<file path="config.mk">
export PLATFORM = sky130hd
export DESIGN_NAME = frls_ram
export DESIGN_NICKNAME = d
export VERILOG_FILES = /design/src/design/frls_ram.sv
export SDC_FILE = /design/constraint.sdc
export NUM_CORES = 1
export LEC_CHECK = 0
export BUFFER_PORTS_ARGS = -buffer_cell sky130_fd_sc_hd__buf_2
export CORE_ASPECT_RATIO = 1.4
export CORE_MARGIN = 10
export CORE_UTILIZATION = 25
export DETAILED_ROUTE_END_ITERATION = 10
export GPL_ROUTABILITY_DRIVEN = 0
export GPL_TIMING_DRIVEN = 0
export PLACE_DENSITY = 0.52
export SYNTH_ARGS = -nofsm -noshare
export SYNTH_HDL_FRONTEND = slang
export SYNTH_SLANG_ARGS = --single-unit
</file>
<file path="constraint.sdc">
create_clock -name clk -period 0.8 [get_ports clk]
set_input_delay 0.08 -clock clk [delete_from_list [all_inputs] [get_ports clk]]
set_output_delay 0.08 -clock clk [all_outputs]
set_load 0.02 [all_outputs]
</file>
<file path="src/design/frls_ram.sv">
// Generic single-write, single-read RAM with a registered read port.
module frls_ram #(
  parameter int WIDTH = 8,
  parameter int DEPTH = 2
) (
  input  logic                                     clk,
  input  logic                                     we,
  input  logic [((DEPTH > 1) ? $clog2(DEPTH) : 1)-1:0] waddr,
  input  logic [WIDTH-1:0]                         wdata,
  input  logic [((DEPTH > 1) ? $clog2(DEPTH) : 1)-1:0] raddr,
  output logic [WIDTH-1:0]                         rdata
);

  logic [WIDTH-1:0] mem [DEPTH];

  // Write port and registered read port.
  always_ff @(posedge clk) begin
    if (we) begin
      mem[waddr] <= wdata;
    end
    rdata <= mem[raddr];
  end

endmodule

</file>
======== Yosys cells after proc, flatten, opt, wreduce, memory -nomap -nowiden ========
Memories as Yosys holds them, arrays and structs flattened. A register that Yosys moved wholly into a read port is not among the register bits.
Cells that the tools add are included.
word-level totals
  register bits after elaboration ......... 0
  logic and storage cells ................. 3
  memories ................................ 1
  RAM bits ................................ 16
  output and inout port bits .............. 8
operators by class
  muxes and demuxes ....................... 2
memories
  name  words  width  rd ports  clocked after Yosys merged registers in  write ports  RTL line  RTL
  mem   2      8      1         1                                        1            14        logic [WIDTH-1:0] mem [DEPTH];
operators with widths
  kind    count
  $mux 1  2

======== Logic depth before layout (Yosys ltp) ========
  word-level depth ........................ 2
  depth in mapped cells ................... 2
  gate-level depth less buffers ........... 1

======== Worst setup path before layout ========
Ideal clock, no wire load.
  path kind ............................... input port to flip-flop
  start point ............................. input port we
  end point ............................... memory mem[0][0] (enable)
  data arrival time ....................... 0.500 ns
  cell stages on the path ................. 1
  path slack .............................. -0.073 ns
  library setup time ...................... 0.373 ns
  cell sequence ........................... nor2b_1
on the way
  word-level cells in the longest chain between the ends .. 2
RTL lines
  element                       RTL line  RTL
  start: declaration            7         input logic we,
  $mux 1                        18        if (we) begin
  $mux 1 (implied by the code)  19        mem[waddr] <= wdata;
  end: declaration              14
Every way passes these cells.

======== Worst setup path after layout ========
  start point ............................. register rdata[4], read port of mem
  end point ............................... output port rdata[4]
RTL lines
  element             RTL line  RTL
  start: declaration  11        output logic [WIDTH-1:0] rdata
No word-level cell between the ends.

==> results.ini <==
[synth]
syn-num-nets = 47
ys_ff_latch = 24
yosysUniqueCellTypes = 6
synth_area_um2 = 784.5
synth.area.top_cells = edfxtp_1, dfxtp_1, mux2_4
yosysWarnings = 0
seq_area_frac_synth_pct = 81.66
yosysTopAreaCell = edfxtp_1
synth_area_per_cell_um2 = 22.41
syn_inst = 35
yosysTopAreaCellShare_pct = 61.24

[timing]
finalSetupViolations = 0
hold_violations = 0
rsz0062_at_grt = true
drv_slew = 0
fmax_ghz = 1.289
fin_worst_hold_slack_ps = 8.088
period_share_pct = 96.99
worst_pin_slew_ps = 420.9
skew_ps = 3.833
slew_headroom_pct = 71.81
fin_crit_ps = 775.9

[layout]
final_nets = 70
layout_commonest_cell = edfxtp_1
fin_area_um2 = 1020
multi_input_area_um2 = 135.1
final-seq-area_um2 = 646.9
diodes = 0
fillCellCount = 308
drive_gt1_share_pct = 64.29
final_cell_count_no_fill = 95
syn_to_final_growth_pct = 29.98
final_cell_mix = edfxtp_1, buf_2, buf_6, mux2_4, dfxtp_2

[clock_network]
cts-root-buf = clkbuf_8
insertion_delay_ps = 260
clk_pin_slew_ps = 70
cts_made_buffers = 3
hold_buffers = 0
cts_tree = built
h-tree-depth = 1
ctsLongestPathBuffers = 2
cts.sinks = 24

[die]
top_level_ports = 20
core_um2 = 3063
die_h_um = 86.28
dieWidth_um = 67.35
num_rows = 24
fp.dieArea_um2 = 5811
start_util_pct = 25.61

[worst_setup_path]
crit_path_start = rdata[4]$_DFF_P_
cp.required_ps = 720
worstPathMaxFanout = 1
critical_path_class = register to primary output
critPathMaxStageDelay_ps = 300
worst-path-stages = 1
path_cells = buf_4
reg2regPathDepth = 1
worst_setup_path_end_kind = primary output
r2r_start = mem[1][1]$_DFFE_PP_
slowest_stage = dfxtp_1
arrival_ps = 700
cp-start-kind = register
path_buf_inv = 1
cp_top_family = flip-flops

[run_status]
status = finished, final reports clean

[hold_path]
whs_path_depth = 1
hp-class = input port to register
hold_start = wdata[7]

[detailed_routing]
drc = 0
viasPerCell = 3.716
drtIter0Drc = 10
drt_pass1_iterations = 2
route.antenna.remaining_nets = 0
drt_wl_total_um = 1131
routedWlPerCell_um = 11.91
via_count = 353

[pwr]
p_per_area_nw_per_um2 = 2315
peakVddDrop_mv = 0.7570
p_leak_nw = 0.4034

[run]
cap_viol_max_count = 0

[global_route]
grt_pass1_vias = 390
track_usage_pct = 4.066
overflow = 0
antenna_found_initial = 0
grt_max_degree = 13
grt_pass1_wl_um = 1725

[placement]
placedCellCount = 92
port-buffer-count = 18
dpl_cell_area_um2 = 925.9

-- sequential cells by signal (all words and copies together), names as in the netlist --
signal and count:
mem 16, rdata 8
-- cell type report --
| cell class | count | area share, % |
|---|---|---|
| Clock buffer | 3 | 4.049 |
| Tap cell | 39 | 4.785 |
| Multi-Input combinational cell | 10 | 13.25 |
| Buffer | 1 | 1.104 |
| Timing Repair Buffer | 18 | 13.37 |
| Sequential cell | 24 | 63.44 |
-- kinds of logic after synthesis --
family	share of synthesized area, %
muxes	15.31
and+or+nand+nor	1.596
DFF	81.66
buffers and inverters	1.435
-- layer usage --
layer	track usage (%)	wire length, µm	vias to the layer above
met1	4.021	408	162
met2	6.228	538	17
li1	-	-	170
met5	0	0	-
met4	3.371	37	0
met3	1.938	147	4
-- metrics by stage --
| step | total power, W | setup TNS [ps] | worst slack, ps | utilization (%) |
|---|---|---|---|---|
| after global placement | 0.001679 | -1876 | -134.5 | 30.23 |
| after global routing | 0.002450 | -0.5286 | -0.5286 | 33.29 |
| after CTS | 0.002365 | 0 | 1.416 | 32.23 |
| final | 0.002360 | 0 | 24.08 | 33.29 |
| after detailed placement | 0.001685 | -1670 | -122.8 | 30.23 |
| after floorplan | 0.001602 | 0 | 88.77 | - |
-- Yosys cell counts --
cell type	count
nor2b_1	1
edfxtp_1	16
dfxtp_1	8
buf_6	1
mux2_4	8
and2_1	1
-- final timing paths --
kind,slack [ps],endpoint
worst max-delay path,20,rdata[4]
worst min-delay path,8,mem[0][7]$_DFFE_PP_
worst max register to register,50,rdata[1]$_DFF_P_
worst min register to register,470,rdata[5]$_DFF_P_
-- power breakdown --
part / internal (W) / total [W] / switching [W]
combinational: 0.000144 / 0.000251 / 0.000107
sequential: 0.00143 / 0.00145 / 0.0000276
clock: 0.000335 / 0.000656 / 0.000321
total: 0.00190 / 0.00236 / 0.000456
-- repair_timing --
action / 4_1_cts / 5_1_grt
endpoints found under the setup margin: 8 / 7
endpoints found under the hold margin: 0 / 0
setup buffers: 0 / 0
pin swaps: 0 / 0
resized for setup: 8 / 12
No activity file was read; power rests on OpenSTA's default activity.
